===== src/hdl/mbe_pkg.sv =====
// Shared types, constants and helpers for the Mandelbrot escape-count block.
// No dependencies; imported by every module under hdl/.
`timescale 1ns / 1ps

package mbe_pkg;

   // Field and datapath widths
   localparam int COORD_W   = 12;   // pixel column / row
   localparam int CNT_W     = 24;   // iteration count and limit
   localparam int CSR_W     = 32;   // widest configuration register
   localparam int CSR_IDX_W = 3;    // five registers
   localparam int OPND_W    = 32;   // multiplier operand
   localparam int PROD_W    = 64;   // multiplier product
   localparam int SQ_W      = 63;   // square of an operand below 2^31
   localparam int Q_W       = 40;   // Q12.28 working format
   localparam int SUM_W     = 48;   // pre-saturation sums
   localparam int FRAC_BITS = 28;

   // |z|^2 < 4.0 in Q.28 means x*x + y*y < 2^(28+30)
   localparam int ESC_BIT = FRAC_BITS + 30;

   localparam logic signed [Q_W-1:0] Q_MAX = {1'b0, {(Q_W-1){1'b1}}};
   localparam logic signed [Q_W-1:0] Q_MIN = {1'b1, {(Q_W-1){1'b0}}};

   // Register indexes
   localparam logic [CSR_IDX_W-1:0] CSR_MAX_ITER = 3'd0;
   localparam logic [CSR_IDX_W-1:0] CSR_LEFT     = 3'd1;
   localparam logic [CSR_IDX_W-1:0] CSR_COL_STEP = 3'd2;
   localparam logic [CSR_IDX_W-1:0] CSR_LOWER    = 3'd3;
   localparam logic [CSR_IDX_W-1:0] CSR_ROW_STEP = 3'd4;

   // Register reset values
   localparam logic [CNT_W-1:0] RST_MAX_ITER = 24'd1000;
   localparam logic [CSR_W-1:0] RST_LEFT     = 32'hE000_0000;  // -2.0
   localparam logic [CSR_W-1:0] RST_COL_STEP = 32'h0004_0000;  // 2^-10
   localparam logic [CSR_W-1:0] RST_LOWER    = 32'hF000_0000;  // -1.0
   localparam logic [CSR_W-1:0] RST_ROW_STEP = 32'h0004_0000;  // 2^-10

   typedef enum logic [3:0] {
      ST_IDLE,
      ST_CRE,    // column * column_step
      ST_CIM,    // row * row_step, load c_re
      ST_INIT,   // load c_im, clear z
      ST_TEST,   // limit and escape check
      ST_XY,     // x * y, form x^2 - y^2
      ST_UPD,    // new z, bump count
      ST_XX,     // x * x, or flag a huge z
      ST_YY,     // y * y
      ST_SUM     // |z|^2 escape compare
   } state_type;

   typedef enum logic [2:0] {
      MUL_COL,
      MUL_ROW,
      MUL_XY,
      MUL_XX,
      MUL_YY
   } mul_sel_type;

   typedef struct packed {
      logic        mul_en;
      mul_sel_type mul_sel;
      logic        load_cre;
      logic        init;
      logic        save_dif;
      logic        upd_z;
      logic        save_xx;
      logic        save_yy;
      logic        set_big;
      logic        emit;
   } ctrl_type;

   typedef struct packed {
      logic go;    // below the limit and not escaped
      logic big;   // |x| or |y| at least 2^31 (Q.28: 8.0)
   } stat_type;

   function automatic logic signed [Q_W-1:0] sat_q(input logic signed [SUM_W-1:0] v);
      logic signed [Q_W-1:0] r;
      if (v > SUM_W'(Q_MAX))
         r = Q_MAX;
      else if (v < SUM_W'(Q_MIN))
         r = Q_MIN;
      else
         r = v[Q_W-1:0];
      return r;
   endfunction

endpackage


===== src/hdl/mbe_mul.sv =====
// Shared 32x32 signed multiplier with a registered product.
// Depends on mbe_pkg.
`timescale 1ns / 1ps

module mbe_mul (
   input  logic                                clock,
   input  logic                                en,
   input  logic signed [mbe_pkg::OPND_W-1:0]   a,
   input  logic signed [mbe_pkg::OPND_W-1:0]   b,
   output logic signed [mbe_pkg::PROD_W-1:0]   prod
);
   import mbe_pkg::*;

   logic signed [PROD_W-1:0] prod_ff;
   logic signed [PROD_W-1:0] prod_in;

   assign prod_in = PROD_W'(a) * PROD_W'(b);

   // hold the product until the next multiply
   always_ff @(posedge clock) begin
      if (en) begin
         prod_ff <= prod_in;
      end
   end

   assign prod = prod_ff;

endmodule


===== src/hdl/mbe_ctrl.sv =====
// Sequencer for the escape-count loop: steps the shared multiplier.
// Depends on mbe_pkg.
`timescale 1ns / 1ps

module mbe_ctrl (
   input  logic               clock,
   input  logic               reset,
   input  logic               start,
   input  mbe_pkg::stat_type  stat,
   output mbe_pkg::ctrl_type  ctrl,
   output logic               busy
);
   import mbe_pkg::*;

   state_type state_ff;
   state_type state_in;

   always_ff @(posedge clock) begin
      if (reset) begin
         state_ff <= ST_IDLE;
      end else begin
         state_ff <= state_in;
      end
   end

   // next state
   always_comb begin
      state_in = state_ff;
      case (state_ff)
         ST_IDLE: begin
            if (start) state_in = ST_CRE;
         end
         ST_CRE:  state_in = ST_CIM;
         ST_CIM:  state_in = ST_INIT;
         ST_INIT: state_in = ST_TEST;
         ST_TEST: begin
            state_in = stat.go ? ST_XY : ST_IDLE;
         end
         ST_XY:   state_in = ST_UPD;
         ST_UPD:  state_in = ST_XX;
         ST_XX: begin
            state_in = stat.big ? ST_TEST : ST_YY;
         end
         ST_YY:   state_in = ST_SUM;
         ST_SUM:  state_in = ST_TEST;
         default: state_in = ST_IDLE;
      endcase
   end

   // outputs
   always_comb begin
      ctrl = '0;
      ctrl.mul_sel = MUL_XY;
      busy = (state_ff != ST_IDLE);
      case (state_ff)
         ST_CRE: begin
            ctrl.mul_en  = 1'b1;
            ctrl.mul_sel = MUL_COL;
         end
         ST_CIM: begin
            ctrl.mul_en   = 1'b1;
            ctrl.mul_sel  = MUL_ROW;
            ctrl.load_cre = 1'b1;
         end
         ST_INIT: begin
            ctrl.init = 1'b1;
         end
         ST_TEST: begin
            ctrl.emit = !stat.go;
         end
         ST_XY: begin
            ctrl.mul_en   = 1'b1;
            ctrl.mul_sel  = MUL_XY;
            ctrl.save_dif = 1'b1;
         end
         ST_UPD: begin
            ctrl.upd_z = 1'b1;
         end
         ST_XX: begin
            ctrl.mul_en  = !stat.big;
            ctrl.mul_sel = MUL_XX;
            ctrl.set_big = stat.big;
         end
         ST_YY: begin
            ctrl.mul_en  = 1'b1;
            ctrl.mul_sel = MUL_YY;
            ctrl.save_xx = 1'b1;
         end
         ST_SUM: begin
            ctrl.save_yy = 1'b1;
         end
         default: begin
            ctrl = '0;
         end
      endcase
   end

endmodule


===== src/hdl/mandelbrot_escape_count.sv =====
// Top level of the Mandelbrot escape-count block: registers, datapath, result.
// Depends on mbe_pkg, mbe_mul and mbe_ctrl.
// Items are taken one at a time: busy stays high from the accepting edge until the
// sequencer returns to idle, as the single shared multiplier does three products per
// iteration (only x*y when z passes 8.0). Receiver cannot stall.
// Synchronous active-high reset returns to idle and loads the register defaults.
`timescale 1ns / 1ps

module mandelbrot_escape_count (
   input  logic                             clock,
   input  logic                             reset,
   // item in
   input  logic                             start,
   output logic                             busy,
   input  logic [mbe_pkg::COORD_W-1:0]      req_column,
   input  logic [mbe_pkg::COORD_W-1:0]      req_pixel_row,
   // result out, one cycle per item
   output logic                             rsp_strobe,
   output logic [mbe_pkg::COORD_W-1:0]      rsp_out_column,
   output logic [mbe_pkg::COORD_W-1:0]      rsp_out_row,
   output logic [mbe_pkg::CNT_W-1:0]        rsp_iteration_count,
   // configuration writes
   input  logic                             csr_we,
   input  logic [mbe_pkg::CSR_IDX_W-1:0]    csr_index,
   input  logic [mbe_pkg::CSR_W-1:0]        csr_wdata
);
   import mbe_pkg::*;

   // ------------------------------------------------------------------
   // Configuration registers
   // ------------------------------------------------------------------
   logic [CNT_W-1:0]        max_ff;
   logic signed [CSR_W-1:0] left_ff;
   logic signed [CSR_W-1:0] cstep_ff;
   logic signed [CSR_W-1:0] lower_ff;
   logic signed [CSR_W-1:0] rstep_ff;

   always_ff @(posedge clock) begin
      if (reset) begin
         max_ff   <= RST_MAX_ITER;
         left_ff  <= RST_LEFT;
         cstep_ff <= RST_COL_STEP;
         lower_ff <= RST_LOWER;
         rstep_ff <= RST_ROW_STEP;
      end else if (csr_we) begin
         case (csr_index)
            CSR_MAX_ITER: max_ff   <= csr_wdata[CNT_W-1:0];
            CSR_LEFT:     left_ff  <= csr_wdata;
            CSR_COL_STEP: cstep_ff <= csr_wdata;
            CSR_LOWER:    lower_ff <= csr_wdata;
            CSR_ROW_STEP: rstep_ff <= csr_wdata;
            default: begin
               // unmapped index: drop the write
            end
         endcase
      end
   end

   // ------------------------------------------------------------------
   // Sequencer and shared multiplier
   // ------------------------------------------------------------------
   ctrl_type ctrl;
   stat_type stat;
   logic     accept;

   mbe_ctrl u_ctrl (
      .clock (clock),
      .reset (reset),
      .start (start),
      .stat  (stat),
      .ctrl  (ctrl),
      .busy  (busy)
   );

   assign accept = start && !busy;

   logic [COORD_W-1:0]        col_ff;
   logic [COORD_W-1:0]        row_ff;
   logic signed [Q_W-1:0]     cre_ff;
   logic signed [Q_W-1:0]     cim_ff;
   logic signed [Q_W-1:0]     x_ff;
   logic signed [Q_W-1:0]     y_ff;
   logic [SQ_W-1:0]           xx_ff;   // x*x from the last |z|^2 pass
   logic [SQ_W-1:0]           yy_ff;
   logic signed [PROD_W-1:0]  dif_ff;  // x*x - y*y
   logic                      esc_ff;  // |z|^2 reached 4.0 or z passed 8.0
   logic [CNT_W-1:0]          count_ff;

   logic signed [OPND_W-1:0]  mul_a;
   logic signed [OPND_W-1:0]  mul_b;
   logic signed [PROD_W-1:0]  prod;

   // Operand select: coordinates for c, then the low 32 bits of z. When a
   // square or x*y is taken, |x| and |y| are known to be below 2^31.
   always_comb begin
      case (ctrl.mul_sel)
         MUL_COL: begin
            mul_a = {{(OPND_W-COORD_W){1'b0}}, col_ff};
            mul_b = cstep_ff;
         end
         MUL_ROW: begin
            mul_a = {{(OPND_W-COORD_W){1'b0}}, row_ff};
            mul_b = rstep_ff;
         end
         MUL_XX: begin
            mul_a = x_ff[OPND_W-1:0];
            mul_b = x_ff[OPND_W-1:0];
         end
         MUL_YY: begin
            mul_a = y_ff[OPND_W-1:0];
            mul_b = y_ff[OPND_W-1:0];
         end
         default: begin
            mul_a = x_ff[OPND_W-1:0];
            mul_b = y_ff[OPND_W-1:0];
         end
      endcase
   end

   mbe_mul u_mul (
      .clock (clock),
      .en    (ctrl.mul_en),
      .a     (mul_a),
      .b     (mul_b),
      .prod  (prod)
   );

   // ------------------------------------------------------------------
   // Datapath
   // ------------------------------------------------------------------
   logic signed [SUM_W-1:0]  cre_sum;
   logic signed [SUM_W-1:0]  cim_sum;
   logic signed [SUM_W-1:0]  nx_sum;
   logic signed [SUM_W-1:0]  ny_sum;
   logic signed [PROD_W-1:0] dif_shr;
   logic signed [PROD_W-1:0] xy2_shr;
   logic [PROD_W-1:0]        sq_sum;
   logic signed [Q_W-1:0]    cre_in;
   logic signed [Q_W-1:0]    cim_in;
   logic signed [Q_W-1:0]    x_in;
   logic signed [Q_W-1:0]    y_in;
   logic signed [PROD_W-1:0] dif_in;
   logic                     esc_in;
   logic [CNT_W-1:0]         count_in;

   // magnitude of 2^31 (8.0) or more
   function automatic logic is_big(input logic signed [Q_W-1:0] v);
      logic r;
      if (v[Q_W-1])
         r = !(&v[Q_W-2:OPND_W-1]) || (v[OPND_W-2:0] == '0);
      else
         r = |v[Q_W-2:OPND_W-1];
      return r;
   endfunction

   // c = edge + index*step, saturated to Q12.28
   assign cre_sum = {{(SUM_W-CSR_W){left_ff[CSR_W-1]}}, left_ff} + prod[SUM_W-1:0];
   assign cim_sum = {{(SUM_W-CSR_W){lower_ff[CSR_W-1]}}, lower_ff} + prod[SUM_W-1:0];
   assign cre_in  = sat_q(cre_sum);
   assign cim_in  = sat_q(cim_sum);

   // z' = z^2 + c; arithmetic shift floors, 2xy folds into the shift
   assign dif_in  = $signed({1'b0, xx_ff}) - $signed({1'b0, yy_ff});
   assign dif_shr = dif_ff >>> FRAC_BITS;
   assign xy2_shr = prod >>> (FRAC_BITS - 1);
   assign nx_sum  = dif_shr[SUM_W-1:0] + {{(SUM_W-Q_W){cre_ff[Q_W-1]}}, cre_ff};
   assign ny_sum  = xy2_shr[SUM_W-1:0] + {{(SUM_W-Q_W){cim_ff[Q_W-1]}}, cim_ff};
   assign x_in    = sat_q(nx_sum);
   assign y_in    = sat_q(ny_sum);

   // escape once x*x + y*y reaches 4.0 in Q.28 (saturation never hides it)
   assign sq_sum  = {1'b0, xx_ff} + {1'b0, prod[SQ_W-1:0]};
   assign esc_in  = |sq_sum[PROD_W-1:ESC_BIT];

   assign count_in = count_ff + 1'b1;

   assign stat.go  = (count_ff < max_ff) && !esc_ff;
   assign stat.big = is_big(x_ff) || is_big(y_ff);

   // latch the pixel position on accept
   always_ff @(posedge clock) begin
      if (accept) begin
         col_ff <= req_column;
         row_ff <= req_pixel_row;
      end
   end

   // c and z payload
   always_ff @(posedge clock) begin
      if (ctrl.load_cre) begin
         cre_ff <= cre_in;
      end
      if (ctrl.init) begin
         cim_ff <= cim_in;
         x_ff   <= '0;
         y_ff   <= '0;
         xx_ff  <= '0;
         yy_ff  <= '0;
      end
      if (ctrl.save_dif) begin
         dif_ff <= dif_in;
      end
      if (ctrl.upd_z) begin
         x_ff <= x_in;
         y_ff <= y_in;
      end
      if (ctrl.save_xx) begin
         xx_ff <= prod[SQ_W-1:0];
      end
      if (ctrl.save_yy) begin
         yy_ff <= prod[SQ_W-1:0];
      end
   end

   // loop control: count and escape flag
   always_ff @(posedge clock) begin
      if (reset) begin
         count_ff <= '0;
         esc_ff   <= 1'b0;
      end else begin
         if (ctrl.init) begin
            count_ff <= '0;
            esc_ff   <= 1'b0;
         end else begin
            if (ctrl.upd_z) count_ff <= count_in;
            if (ctrl.set_big) esc_ff <= 1'b1;
            if (ctrl.save_yy) esc_ff <= esc_in;
         end
      end
   end

   // ------------------------------------------------------------------
   // Result register: strobe for one cycle, payload held until next item
   // ------------------------------------------------------------------
   logic                rsp_strobe_ff;
   logic [COORD_W-1:0]  rsp_col_ff;
   logic [COORD_W-1:0]  rsp_row_ff;
   logic [CNT_W-1:0]    rsp_count_ff;

   always_ff @(posedge clock) begin
      if (reset) begin
         rsp_strobe_ff <= 1'b0;
      end else begin
         rsp_strobe_ff <= ctrl.emit;
      end
   end

   always_ff @(posedge clock) begin
      if (ctrl.emit) begin
         rsp_col_ff   <= col_ff;
         rsp_row_ff   <= row_ff;
         rsp_count_ff <= count_ff;
      end
   end

   assign rsp_strobe          = rsp_strobe_ff;
   assign rsp_out_column      = rsp_col_ff;
   assign rsp_out_row         = rsp_row_ff;
   assign rsp_iteration_count = rsp_count_ff;

   // ------------------------------------------------------------------
   // Assertions
   // ------------------------------------------------------------------
   a_accept_busy: assert property (@(posedge clock) disable iff (reset)
      accept |=> busy)
      else $error("block not busy after accepting an item");

   a_strobe_idle: assert property (@(posedge clock) disable iff (reset)
      rsp_strobe |-> !busy)
      else $error("result strobe while still working");

   a_count_limit: assert property (@(posedge clock) disable iff (reset)
      rsp_strobe |-> (rsp_iteration_count <= max_ff))
      else $error("iteration count beyond the limit");

   // an iteration only starts with |z| below 2.0, so z fits the multiplier
   a_xy_range: assert property (@(posedge clock) disable iff (reset)
      (ctrl.mul_en && ctrl.mul_sel == MUL_XY) |->
         ((x_ff[Q_W-1:FRAC_BITS+1] == '0 || x_ff[Q_W-1:FRAC_BITS+1] == '1) &&
          (y_ff[Q_W-1:FRAC_BITS+1] == '0 || y_ff[Q_W-1:FRAC_BITS+1] == '1)))
      else $error("z out of range at the start of an iteration");

endmodule


===== config.mk =====
export PLATFORM = sky130hd
export DESIGN_NAME = mandelbrot_escape_count
export DESIGN_NICKNAME = d
export VERILOG_FILES = /design/src/hdl/mbe_pkg.sv /design/src/hdl/mbe_mul.sv /design/src/hdl/mbe_ctrl.sv /design/src/hdl/mandelbrot_escape_count.sv
export SDC_FILE = /design/constraint.sdc
export NUM_CORES = 2
export LEC_CHECK = 0
export BUFFER_PORTS_ARGS = -buffer_cell sky130_fd_sc_hd__buf_2
export CORE_MARGIN = 2
export CORE_UTILIZATION = 71
export CTS_BUF_LIST = sky130_fd_sc_hd__clkbuf_4 sky130_fd_sc_hd__clkbuf_8
export CTS_CLUSTER_DIAMETER = 50
export CTS_CLUSTER_SIZE = 28
export DETAILED_ROUTE_END_ITERATION = 12
export GPL_ROUTABILITY_DRIVEN = 0
export MAX_ROUTING_LAYER = met4
export PLACE_DENSITY = 0.91
export SYNTH_ARGS = -nofsm -noshare
export SYNTH_HDL_FRONTEND = slang
export SYNTH_HIERARCHICAL = 1
export SYNTH_SLANG_ARGS = --single-unit

===== constraint.sdc =====
create_clock -name clock -period 14.9 [get_ports clock]
set_input_delay 3.725 -clock clock [delete_from_list [all_inputs] [get_ports clock]]
set_output_delay 3.725 -clock clock [all_outputs]
set_load 0.005 [all_outputs]

==> metrics.txt <==
initial antenna violation count 21; worst rel slew slack 12.0%; Longest Clk Path Bufs 3; CP peak stage delay 0.92 ns; final setup margin around 3.0 ns; Synth top area share between 20% and 30%; outcome finished, violations left; most instantiated library cell after synthesis inv_1; crit-path max FO 51; Via density between 6 and 7; failing checks DRC; DR WL/cell 24.4 um; Final TNS setup 0 ns; final wirelength between 200 and 250 mm; Place WS 3.32 ns; starting density of the core around 70%; share of cells above drive strength 1 around 6%; Synth Area in XOR/XNOR 3.30%; grt peak-use layer met2; DP HPWL 171 mm; number of global-route vias before repair 64300; TritonCTS sink count 640; largest family of logic cells by synthesized area adder cells; worst min path class register to register; Total Power 8.51 mW; Area Overhead vs Synth 4.65%; endpoint class of the critical path register; P_leak 35.6 nW; hold_buf cts 0; dominant cell type by area after synthesis fa_1; pins over their slew limit 0; Tcrit/Tclk final about 80%; GRT met1 Usage 49.8%; number of synthesized register bits 640; clock root buffer clkbuf_8; Worst R2R Path Depth 32; slowest CP cell fa_1; DR DRC count 2; Critical path buffers and inverters 10; Distinct cells, synth a little under 100; FP Rows 119; startpoint types register; Fillers approximately 6400; # port buffers 112; DIE HEIGHT roughly 330 um; nets roughly 9400; WHS Path Cells 2; M2 GR Usage 63.3%; placed instance area 76900 sq um; Final Non-Filler Cells ~9300; WP depth 32; design area 78600 sq um; Synth Instances around 8000; Post-synth top cells inv_1 (1128), fa_1 (1086), nand2_1 (994), and2_1 (657), ha_1 (506); # placed instances 9107; Synth Area in Adders 37.4%; Resize count post-CTS 0; Main synth FF type edfxtp_1; DR pass1 iterations 11; Final Skew approximately 0.075 ns; synth warn 6; fmax 84.0 MHz; sequential area share after synthesis 23.2%; dominant cells by area after synthesis fa_1 (29%), edfxtp_1 (18%), ha_1 (8.4%); total vias in the final route 62100; total grt overflow 0; met3 GRT Util 14.5%; Setup Buffers After CTS 0; largest net degree at the start of global routing 83; WP data arrival 12.51 ns; Post-synth EDFFs 458; syn avg cell area 9.52 sq um; antenna-violating nets left 0; Synth Net Count 9546; GR Util All Layers between 40 and 50%; final hold violations 0; I/O Pins between 100 and 150; ys async rst share 0%; Min Hold Slack 0.462 ns; first-pass GRT wire length 352 mm; post-synthesis compound-gate area fraction 12.8%; unrepaired setup endpoints after global routing no; critical path's top delay family adder cells; Max Cap Viol 0; Worst-Skew Late Latency 0.79 ns; Tmin final 11.91 ns; chip width around 330 um; utilization after layout 74.8%; clk slew on worst S/H paths 0.11 ns; Final setup viols 0; maximum vdd ir drop between 0.1 and 0.15 mV; WS Path Type register to register; mux share of post-synthesis cell area 0.540%; DRT iter0 DRCs 8154; floorplan core area 105000 sq um; H-tree depth reported by CTS 3; Worst-Margin Slew 1.32 ns; Critical Path RT 15.50 ns; pwr dens 108 nW/um^2; DIE AREA 108000 sq um; CTS Buf Count between 60 and 70; CTS tree built; simple-gate area share of the yosys netlist between 10% and 20%; post-synthesis cell area around 75000 sq um
-- area by class of cell --
| class | count | area [sq um] | share of cell area [%] |
|---|---|---|---|
| clock buffer | 73 | 973 | 1.24 |
| inverter | 1128 | 4230 | 5.39 |
| clock inverter | 48 | 638 | 0.812 |
| sequential | 640 | 17400 | 22.1 |
| multi-input combinational | 5743 | 52300 | 66.5 |
| timing repair buffer | 205 | 1260 | 1.60 |
| tap | 1391 | 1740 | 2.21 |
| antenna | 30 | 75.1 | 0.0955 |
-- state kept, by name, indices dropped and copies added, names as in the netlist, 32 cells and up --
signal	cells
xx_ff	63
dif_ff	36
x_ff	40
lower_ff	32
cre_ff	40
cstep_ff	32
left_ff	32
yy_ff	63
u_mul/prod	64
rstep_ff	32
cim_ff	40
y_ff	40
-- tightest hold or removal path: stages, from the launching register on --
cell,delay [ns]
dfxtp_1,0.31
nand2_1,0.05
a21oi_1,0.05
-- cells in the final DEF, fill, tap and decap left out, types with 42 or more instances in the layout --
cell	n
nand3_1	82
inv_1	1128
nand2_1	994
nor2_1	213
ha_1	506
nor3_1	57
clkbuf_8	68
nand2b_1	45
o21ai_2	44
fa_1	1086
nor2b_1	44
nand4_1	72
o21ai_0	338
xor2_1	125
a21oi_1	441
a21o_1	172
a211oi_1	42
xnor2_1	157
a22oi_1	78
buf_2	111
buf_4	94
and2_1	657
edfxtp_1	458
dfxtp_1	182
-- logic make-up after synthesis --
logic type	after synthesis
muxes	38
and+or+nand+nor	2318
xor gates and xnor gates	283
AOI/OAI and AO/OA	1511
adders and majority gates	1593
DFF	640
buffers and inverters	1508
-- power breakdown --
| part | switching [mW] | internal, mW | total, mW |
|---|---|---|---|
| registers | 0.351 | 2.18 | 2.53 |
| clock network | 0.780 | 0.599 | 1.38 |
| logic | 2.96 | 1.65 | 4.61 |
| total | 4.09 | 4.42 | 8.51 |
-- final timing paths --
check,start,end,slack [ns]
setup / recovery,u_ctrl/state_ff[3],u_mul/prod[63],2.99
setup reg to reg,u_ctrl/state_ff[3],u_mul/prod[63],2.99
hold reg to reg,rstep_ff[16],rstep_ff[16],0.46
hold / removal,rstep_ff[16],rstep_ff[16],0.46
-- routing by layer --
metal | vias to the layer above | routed length (um)
met1 | 29900 | 71600
met5 | - | 0
met2 | 4890 | 98100
li1 | 25700 | -
met3 | 1641 | 32500
met4 | 0 | 24100
No activity file was read; power rests on OpenSTA's default activity.
